--- src/design/b64u_pkg.sv ---
// Shared types and helpers of the base64url codec.
// Holds the front-to-back job record and the alphabet mapping functions.
// No dependencies.
package b64u_pkg;

  localparam logic MODE_ENCODE = 1'b0;
  localparam logic MODE_DECODE = 1'b1;

  localparam logic [6:0] SEXTET_BAD = 7'h40;

  // One unit of work for the back end: a 24-bit group and how many results it gives
  typedef struct packed {
    logic        mode;
    logic [23:0] bits;
    logic [1:0]  last_idx;  // index of the final result of this job
    logic        last;      // the job ends the message
    logic        error;     // sticky error flag at the time of the job
  } job_t;

  // Map a sextet to its alphabet character
  function automatic logic [7:0] sextet_char(input logic [5:0] v);
    logic [7:0] c;
    if (v < 6'd26) begin
      c = 8'h41 + {2'b00, v};
    end else if (v < 6'd52) begin
      c = 8'h61 + {2'b00, v} - 8'd26;
    end else if (v < 6'd62) begin
      c = 8'h30 + {2'b00, v} - 8'd52;
    end else if (v == 6'd62) begin
      c = 8'h2D;
    end else begin
      c = 8'h5F;
    end
    return c;
  endfunction

  // Map a character to its sextet, SEXTET_BAD outside the alphabet
  function automatic logic [6:0] char_sextet(input logic [7:0] c);
    logic [6:0] s;
    if (c >= 8'h41 && c <= 8'h5A) begin
      s = 7'(c - 8'h41);
    end else if (c >= 8'h61 && c <= 8'h7A) begin
      s = 7'(c - 8'h61 + 8'd26);
    end else if (c >= 8'h30 && c <= 8'h39) begin
      s = 7'(c - 8'h30 + 8'd52);
    end else if (c == 8'h2D) begin
      s = 7'd62;
    end else if (c == 8'h5F) begin
      s = 7'd63;
    end else begin
      s = SEXTET_BAD;
    end
    return s;
  endfunction

endpackage

--- src/design/b64u_front.sv ---
// Front end of the base64url codec: accepts items and gathers groups.
// Holds the mode register and group state; emits jobs. Depends on b64u_pkg.
module b64u_front (
  input  logic             clk,
  input  logic             rst,
  input  logic             cfg_we,
  input  logic             cfg_wdata,
  input  logic             in_valid,
  output logic             in_ready,
  input  logic [7:0]       data_in,
  input  logic             last_in,
  output logic             job_valid,
  input  logic             job_ready,
  output b64u_pkg::job_t   job
);
  import b64u_pkg::*;

  logic        mode;
  logic [23:0] group_bits;
  logic [1:0]  group_count;
  logic        bad_input;

  logic [23:0] group_bits_next;
  logic [1:0]  group_count_next;
  logic        bad_input_next;
  logic        produce;
  logic        accept;
  logic [2:0]  n;
  logic [6:0]  sext;
  logic [23:0] enc_bits;
  logic [23:0] dec_bits;

  assign in_ready = job_ready;
  assign accept   = in_valid && in_ready;
  assign n        = {1'b0, group_count} + 3'd1;
  assign sext     = char_sextet(data_in);
  assign enc_bits = {group_bits[15:0], data_in};
  assign dec_bits = {group_bits[17:0], (sext == SEXTET_BAD) ? 6'd0 : sext[5:0]};

  // Classify the item: does it close a group, and what job does it form
  always_comb begin
    produce          = 1'b0;
    job.mode         = mode;
    job.bits         = 24'd0;
    job.last_idx     = 2'd0;
    job.last         = last_in;
    job.error        = bad_input;
    group_bits_next  = group_bits;
    group_count_next = group_count;
    bad_input_next   = bad_input;
    if (mode == MODE_ENCODE) begin
      if (n == 3'd3) begin
        produce          = 1'b1;
        job.bits         = enc_bits;
        job.last_idx     = 2'd3;
        group_bits_next  = 24'd0;
        group_count_next = 2'd0;
      end else begin
        produce          = last_in;
        job.bits         = (n == 3'd1) ? {enc_bits[7:0], 16'd0} : {enc_bits[15:0], 8'd0};
        job.last_idx     = (n == 3'd1) ? 2'd1 : 2'd2;
        group_bits_next  = enc_bits;
        group_count_next = n[1:0];
      end
    end else begin
      if (sext == SEXTET_BAD) begin
        bad_input_next = 1'b1;
      end
      if (n == 3'd4) begin
        produce          = 1'b1;
        job.bits         = dec_bits;
        job.last_idx     = 2'd2;
        group_bits_next  = 24'd0;
        group_count_next = 2'd0;
      end else begin
        produce          = last_in;
        group_bits_next  = dec_bits;
        group_count_next = n[1:0];
        case (n)
          3'd1: begin
            // lone final character: one zero byte, flagged
            job.bits       = 24'd0;
            job.last_idx   = 2'd0;
            if (last_in) begin
              bad_input_next = 1'b1;
            end
          end
          3'd2: begin
            job.bits     = {dec_bits[11:0], 12'd0};
            job.last_idx = 2'd0;
          end
          default: begin
            job.bits     = {dec_bits[17:0], 6'd0};
            job.last_idx = 2'd1;
          end
        endcase
      end
      job.error = bad_input_next;
    end
    if (last_in) begin
      group_bits_next  = 24'd0;
      group_count_next = 2'd0;
      bad_input_next   = 1'b0;
    end
  end

  assign job_valid = accept && produce;

  // Update mode and group state; a mode write drops any partial group
  always_ff @(posedge clk) begin
    if (rst) begin
      mode        <= MODE_ENCODE;
      group_bits  <= 24'd0;
      group_count <= 2'd0;
      bad_input   <= 1'b0;
    end else if (cfg_we) begin
      mode        <= cfg_wdata;
      group_bits  <= 24'd0;
      group_count <= 2'd0;
      bad_input   <= 1'b0;
    end else if (accept) begin
      group_bits  <= group_bits_next;
      group_count <= group_count_next;
      bad_input   <= bad_input_next;
    end
  end

endmodule

--- src/design/b64u_queue.sv ---
// Two-entry job queue between the front and back ends of the codec.
// Head slot feeds the back end; tail slot absorbs a stall. Depends on b64u_pkg.
module b64u_queue (
  input  logic             clk,
  input  logic             rst,
  input  logic             push_valid,
  output logic             push_ready,
  input  b64u_pkg::job_t   push_job,
  output logic             pop_valid,
  input  logic             pop_ready,
  output b64u_pkg::job_t   pop_job
);
  import b64u_pkg::*;

  job_t head;
  job_t tail;
  logic head_valid;
  logic tail_valid;
  logic push;
  logic pop;

  assign push_ready = !tail_valid;
  assign push       = push_valid && push_ready;
  assign pop        = head_valid && pop_ready;
  assign pop_valid  = head_valid;
  assign pop_job    = head;

  // Track occupancy
  always_ff @(posedge clk) begin
    if (rst) begin
      head_valid <= 1'b0;
      tail_valid <= 1'b0;
    end else if (pop && push) begin
      head_valid <= 1'b1;
    end else if (pop) begin
      head_valid <= tail_valid;
      tail_valid <= 1'b0;
    end else if (push) begin
      if (head_valid) begin
        tail_valid <= 1'b1;
      end else begin
        head_valid <= 1'b1;
      end
    end
  end

  // Move payload: advance tail into head on pop, land new jobs in the free slot
  always_ff @(posedge clk) begin
    if (pop && push) begin
      head <= push_job;
    end else if (pop) begin
      head <= tail;
    end else if (push) begin
      if (head_valid) begin
        tail <= push_job;
      end else begin
        head <= push_job;
      end
    end
  end

endmodule

--- src/design/b64u_back.sv ---
// Back end of the base64url codec: expands each job into result transfers.
// Registered: one char or byte per cycle while out_ready is high. Depends on b64u_pkg.
module b64u_back (
  input  logic             clk,
  input  logic             rst,
  input  logic             job_valid,
  output logic             job_ready,
  input  b64u_pkg::job_t   job,
  output logic             out_valid,
  input  logic             out_ready,
  output logic [7:0]       data_out,
  output logic             last_out,
  output logic             error
);
  import b64u_pkg::*;

  logic [1:0] idx;
  logic       advance;
  logic       emit;
  logic       final_one;
  logic [5:0] sext;
  logic [7:0] byte_sel;
  logic [7:0] data_sel;

  assign advance   = !out_valid || out_ready;
  assign emit      = advance && job_valid;
  assign final_one = (idx == job.last_idx);
  assign job_ready = advance && final_one;

  // Select the sextet or byte at the current position of the group
  always_comb begin
    case (idx)
      2'd0:    sext = job.bits[23:18];
      2'd1:    sext = job.bits[17:12];
      2'd2:    sext = job.bits[11:6];
      default: sext = job.bits[5:0];
    endcase
    case (idx)
      2'd0:    byte_sel = job.bits[23:16];
      2'd1:    byte_sel = job.bits[15:8];
      default: byte_sel = job.bits[7:0];
    endcase
    data_sel = (job.mode == MODE_ENCODE) ? sextet_char(sext) : byte_sel;
  end

  // Step through the job's results
  always_ff @(posedge clk) begin
    if (rst) begin
      idx       <= 2'd0;
      out_valid <= 1'b0;
    end else if (emit) begin
      out_valid <= 1'b1;
      idx       <= final_one ? 2'd0 : idx + 2'd1;
    end else if (advance) begin
      out_valid <= 1'b0;
    end
  end

  // Load the output register
  always_ff @(posedge clk) begin
    if (emit) begin
      data_out <= data_sel;
      last_out <= job.last && final_one;
      error    <= job.error;
    end
  end

endmodule

--- src/design/base64url_codec.sv ---
// Top level of the unpadded base64url encoder/decoder.
// Ties together b64u_front, b64u_queue and b64u_back. Depends on b64u_pkg.
//
// Streams unpadded base64url (A-Z a-z 0-9 - _). cfg_we writes the mode bit
// (0 encode, 1 decode) and drops any partial group; write it only while idle.
// The front end takes one input transfer per cycle whenever the two-entry job
// queue has room. The back end drives one result transfer per cycle from its
// output register while out_ready is high, which bounds the sustained rate when
// encoding, as each 3 bytes give 4 characters. Results of a group pass through
// the queue head slot and then the back end output register. The error
// output is sticky within a message and clears after the result marked last_out.
module base64url_codec (
  input  logic       clk,
  input  logic       rst,
  input  logic       cfg_we,
  input  logic       cfg_wdata,
  input  logic       in_valid,
  output logic       in_ready,
  input  logic [7:0] data_in,
  input  logic       last_in,
  output logic       out_valid,
  input  logic       out_ready,
  output logic [7:0] data_out,
  output logic       last_out,
  output logic       error
);
  import b64u_pkg::*;

  job_t front_job;
  job_t back_job;
  logic front_valid;
  logic front_ready;
  logic back_valid;
  logic back_ready;

  b64u_front u_front (
    .clk       (clk),
    .rst       (rst),
    .cfg_we    (cfg_we),
    .cfg_wdata (cfg_wdata),
    .in_valid  (in_valid),
    .in_ready  (in_ready),
    .data_in   (data_in),
    .last_in   (last_in),
    .job_valid (front_valid),
    .job_ready (front_ready),
    .job       (front_job)
  );

  b64u_queue u_queue (
    .clk        (clk),
    .rst        (rst),
    .push_valid (front_valid),
    .push_ready (front_ready),
    .push_job   (front_job),
    .pop_valid  (back_valid),
    .pop_ready  (back_ready),
    .pop_job    (back_job)
  );

  b64u_back u_back (
    .clk       (clk),
    .rst       (rst),
    .job_valid (back_valid),
    .job_ready (back_ready),
    .job       (back_job),
    .out_valid (out_valid),
    .out_ready (out_ready),
    .data_out  (data_out),
    .last_out  (last_out),
    .error     (error)
  );

endmodule
--- config.mk ---
export PLATFORM = sky130hd
export DESIGN_NAME = base64url_codec
export DESIGN_NICKNAME = d
export VERILOG_FILES = /design/src/design/b64u_pkg.sv /design/src/design/b64u_front.sv /design/src/design/b64u_queue.sv /design/src/design/b64u_back.sv /design/src/design/base64url_codec.sv
export SDC_FILE = /design/constraint.sdc
export NUM_CORES = 1
export LEC_CHECK = 0
export ABC_AREA = 0
export BUFFER_PORTS_ARGS = -buffer_cell sky130_fd_sc_hd__buf_2
export CAP_MARGIN = 0
export CORE_ASPECT_RATIO = 1.2
export CORE_MARGIN = 2
export CORE_UTILIZATION = 40
export CTS_BUF_LIST = sky130_fd_sc_hd__clkbuf_8
export DETAILED_ROUTE_END_ITERATION = 6
export SLEW_MARGIN = 15
export SYNTH_ARGS = -nofsm -noshare
export SYNTH_HDL_FRONTEND = slang
export SYNTH_HIERARCHICAL = 1
export SYNTH_SLANG_ARGS = --single-unit
--- constraint.sdc ---
create_clock -name clk -period 5.2 [get_ports clk]
set_input_delay 0.78 -clock clk [delete_from_list [all_inputs] [get_ports clk]]
set_output_delay 0.78 -clock clk [all_outputs]
set_load 0.05 [all_outputs]
==> impl_metrics.yaml <==
min_path:
  whs_endpoint: "u_front/bad_input"
  hold_depth: 2
  hp-class: "reg2reg"
  hp-start: "u_front/bad_input"
clock_network:
  clock_path_buffers: 2
  cts_made_buffers: 9
  clk_latency_ps: 370
  cts.sinks: 95
  cts-root-buf: "clkbuf_8"
  postCtsHoldBufs: 0
  cts_tree: "built"
  cts_resized: 0
  htree_levels: 3
  cts_setup_buffers: 0
  clkSlewWorstSetupHoldPaths_ps: 90
route:
  drc: 0
  wire_per_inst_um: 19.2
  vias: 4923
  drtIter0Drc: 487
  dr.pass1.iters: 5
  drtAntennaViolNets: 0
  routed_via_density: 5.98
  wl_mm: 15.8
worst_setup_path:
  cp.required_ps: 5320
  crit_path_start_kind: "primary input"
  worstPathArrival_ps: 3500
  path_max_fanout: 11
  crit_path_start: "data_in[1]"
  cpMostUsedCell: "a21oi_1"
  crit_type: "in2reg"
  r2r_slack_ps: 1910
  r2r-start: "u_front/group_count[0]"
  reg2regPathDepth: 7
  endpoint_kind: "flip-flop"
  cpPeakStageDelay_ps: 390
  path_cells: "buf_2 > inv_1 > ha_1 > nand4bb_1 > o311a_4 > a21oi_1 > a21oi_1 > a31oi_1 > o21ai_0 > mux2_2"
  slowest_stage: "nand4bb_1"
  timing.rr.end: "u_queue/pop_job[28]"
sta:
  skew_ps: 11.1
  rsz0062_at_grt: "no"
  fin_crit_sh_pct: 65.1
  finalCriticalPeriod_ps: 3390
  drv_slew: 0
  fin_tns_setup_ps: 0
  finalHoldViolations: 0
  fmax_mhz: 295
  slew_headroom_pct: 26.8
  tightest_slew_ps: 1090
  setup_viol: 0
floorplan:
  die-area_um2: 16300
  core_um2: 15000
  num_rows: 49
  dieWidth_um: 117
  ioPinCount: 27
  initial_core_util_pct: 40.8
  die_y_um: 139
grt:
  grt_pass1_vias: 4756
  antenna_found_initial: 0
  grt_pass1_wl_mm: 25.3
  grt_max_degree: 30
  overflow: 0
  grtUsageTotal_pct: 19.9
logic_synthesis:
  syn_area_um2: 6100
  synth.area.top_cells: "edfxtp_1 33%, dfxtp_1 8.9%, ha_1 4.3%"
  synthDistinctLibCells: 84
  syn-instance-count: 612
  yosys_warnings: 6
  yosys.area.top_type: "edfxtp_1"
  yosys.area.top_type_share_pct: 33.5
  syn_avg_cell_area_um2: 9.97
  synth_seq_cells: 95
  syn-num-nets: 648
  async_flop_share_pct: 0
  synth-edff-count: 68
  seq_area_frac_synth_pct: 42.3
  ys.flop_type: "edfxtp_1"
final_layout:
  drive_gt1_share_pct: 18.1
  finalNetCount: 650
  insertedDiodeCount: 0
  final_core_util_pct: 43.4
  area_growth_pct: 6.38
placement:
  dpl.hpwl_mm: 11.6
  io_buffers: 26
  place.gp.congestion: 0.907
job:
  maxCapViolCount: 0
power:
  leakagePower_nw: 2.30
  ir_drop_uv: 97.5
  p_per_area_nw_per_um2: 271
status:
  status: "complete, no violations"
-- through the flow --
| step | instance area, um^2 | power (mW) | cells | hold WS, ps | setup WS (ps) |
|---|---|---|---|---|---|
| after floorplan | 6110 | 1.24 | 612 | 400 | 955 |
| after global placement | 6310 | 1.33 | 807 | 449 | 1530 |
| after detailed placement | 6310 | 1.33 | 807 | 458 | 1480 |
| after CTS | 6490 | 1.78 | 823 | 472 | 1870 |
| after global routing | 6490 | 1.85 | 823 | 512 | 1680 |
| final | 6490 | 1.76 | 823 | 469 | 1810 |
-- worst max path at each step --
stage / endpoint / cells past startpoint / slack, ps
after CTS: u_queue/pop_job[10] / 10 / 1870
after floorplan: u_queue/pop_job[0] / 8 / 960
after detailed placement: u_queue/pop_job[10] / 10 / 1480
after global placement: u_queue/pop_job[10] / 10 / 1530
final: u_queue/pop_job[10] / 10 / 1810
after global routing: u_queue/pop_job[28] / 7 / 1680
-- layer usage --
| metal | GRT usage (%) | routed length [um] | vias to the layer above |
|---|---|---|---|
| met5 | 0 | 0 | - |
| met4 | 7.99 | 442 | 0 |
| met3 | 2.74 | 663 | 31 |
| met2 | 33.3 | 8090 | 175 |
| met1 | 25.7 | 6620 | 2375 |
| li1 | - | - | 2342 |
-- layout make-up --
cell class              count  area [um^2]
clock buffers              10          138
clock inverters             6         43.8
fillers                  1483         8470
inverters                  29          114
multi-input cells         445         3170
flip-flops and latches     95         2580
well taps                 204          255
repair buffers             34          190
-- synthesized netlist by cell type (5+ instances only) --
master	n
a22o_1	19
nand2_1	56
edfxtp_1	68
nand3_1	18
buf_4	6
mux2i_1	8
inv_1	26
a222oi_1	9
ha_1	21
o21ai_0	33
nor2_1	43
mux2_2	21
buf_1	5
nor3b_1	8
dfxtp_1	27
mux2_4	10
a21oi_1	39
o21ai_1	10
a22oi_1	25
nand4_1	6
a32oi_1	5
a31oi_1	12
clkbuf_1	21
nor3_1	11
-- power by group --
group / switching [mW] / total, mW / internal [mW]
clock network: 0.257 / 0.445 / 0.188
logic: 0.286 / 0.430 / 0.144
registers: 0.0257 / 0.887 / 0.861
-- placed cells by master, fill, tap and decap left out, drive strengths merged, types with 5 or more instances in the layout --
| cell type | netlist | final |
|---|---|---|
| a21oi | 43 | 43 |
| a222oi | 9 | 9 |
| a22o | 19 | 19 |
| a22oi | 25 | 25 |
| a31oi | 12 | 12 |
| a32oi | 6 | 6 |
| buf | 19 | 34 |
| clkbuf | 24 | 10 |
| clkinv | 1 | 5 |
| dfxtp | 27 | 27 |
| edfxtp | 68 | 68 |
| ha | 21 | 21 |
| inv | 28 | 29 |
| mux2 | 31 | 31 |
| mux2i | 9 | 9 |
| nand2 | 58 | 58 |
| nand3 | 18 | 18 |
| nand4 | 6 | 6 |
| nor2 | 44 | 44 |
| nor3 | 14 | 14 |
| nor3b | 9 | 9 |
| o21ai | 44 | 44 |
-- critical path: cells and delay by family --
family | cells | cell delay (ps)
AOI/OAI and AO/OA | 5 | 1320
muxes | 1 | 320
adders and majority gates | 1 | 290
and+or+nand+nor | 1 | 390
buffers and inverters | 2 | 400
-- sequential cells by signal, summed over array words and instances, names as in the netlist --
register,flops
u_queue/pop_job,29
u_queue/tail,29
u_front/group_bits,18
u_back/data_out,8
u_back/idx,2
u_front/group_count,2
u_back/error,1
u_back/last_out,1
u_back/out_valid,1
u_front/bad_input,1
u_front/mode,1
u_queue/pop_valid,1
u_queue/tail_valid,1
-- cells by family (layout without fill, tap and decap cells) --
family,Yosys count,in the layout,share of synthesized area [%]
mux,40,40,8.02
xor+xnor,1,1,0.144
fa+ha+maj,21,21,4.31
compound gates,204,204,24.2
simple gates,179,179,14.8
flops,95,95,42.3
buf+inv,72,79,6.19
No activity file was read; power rests on OpenSTA's default activity.
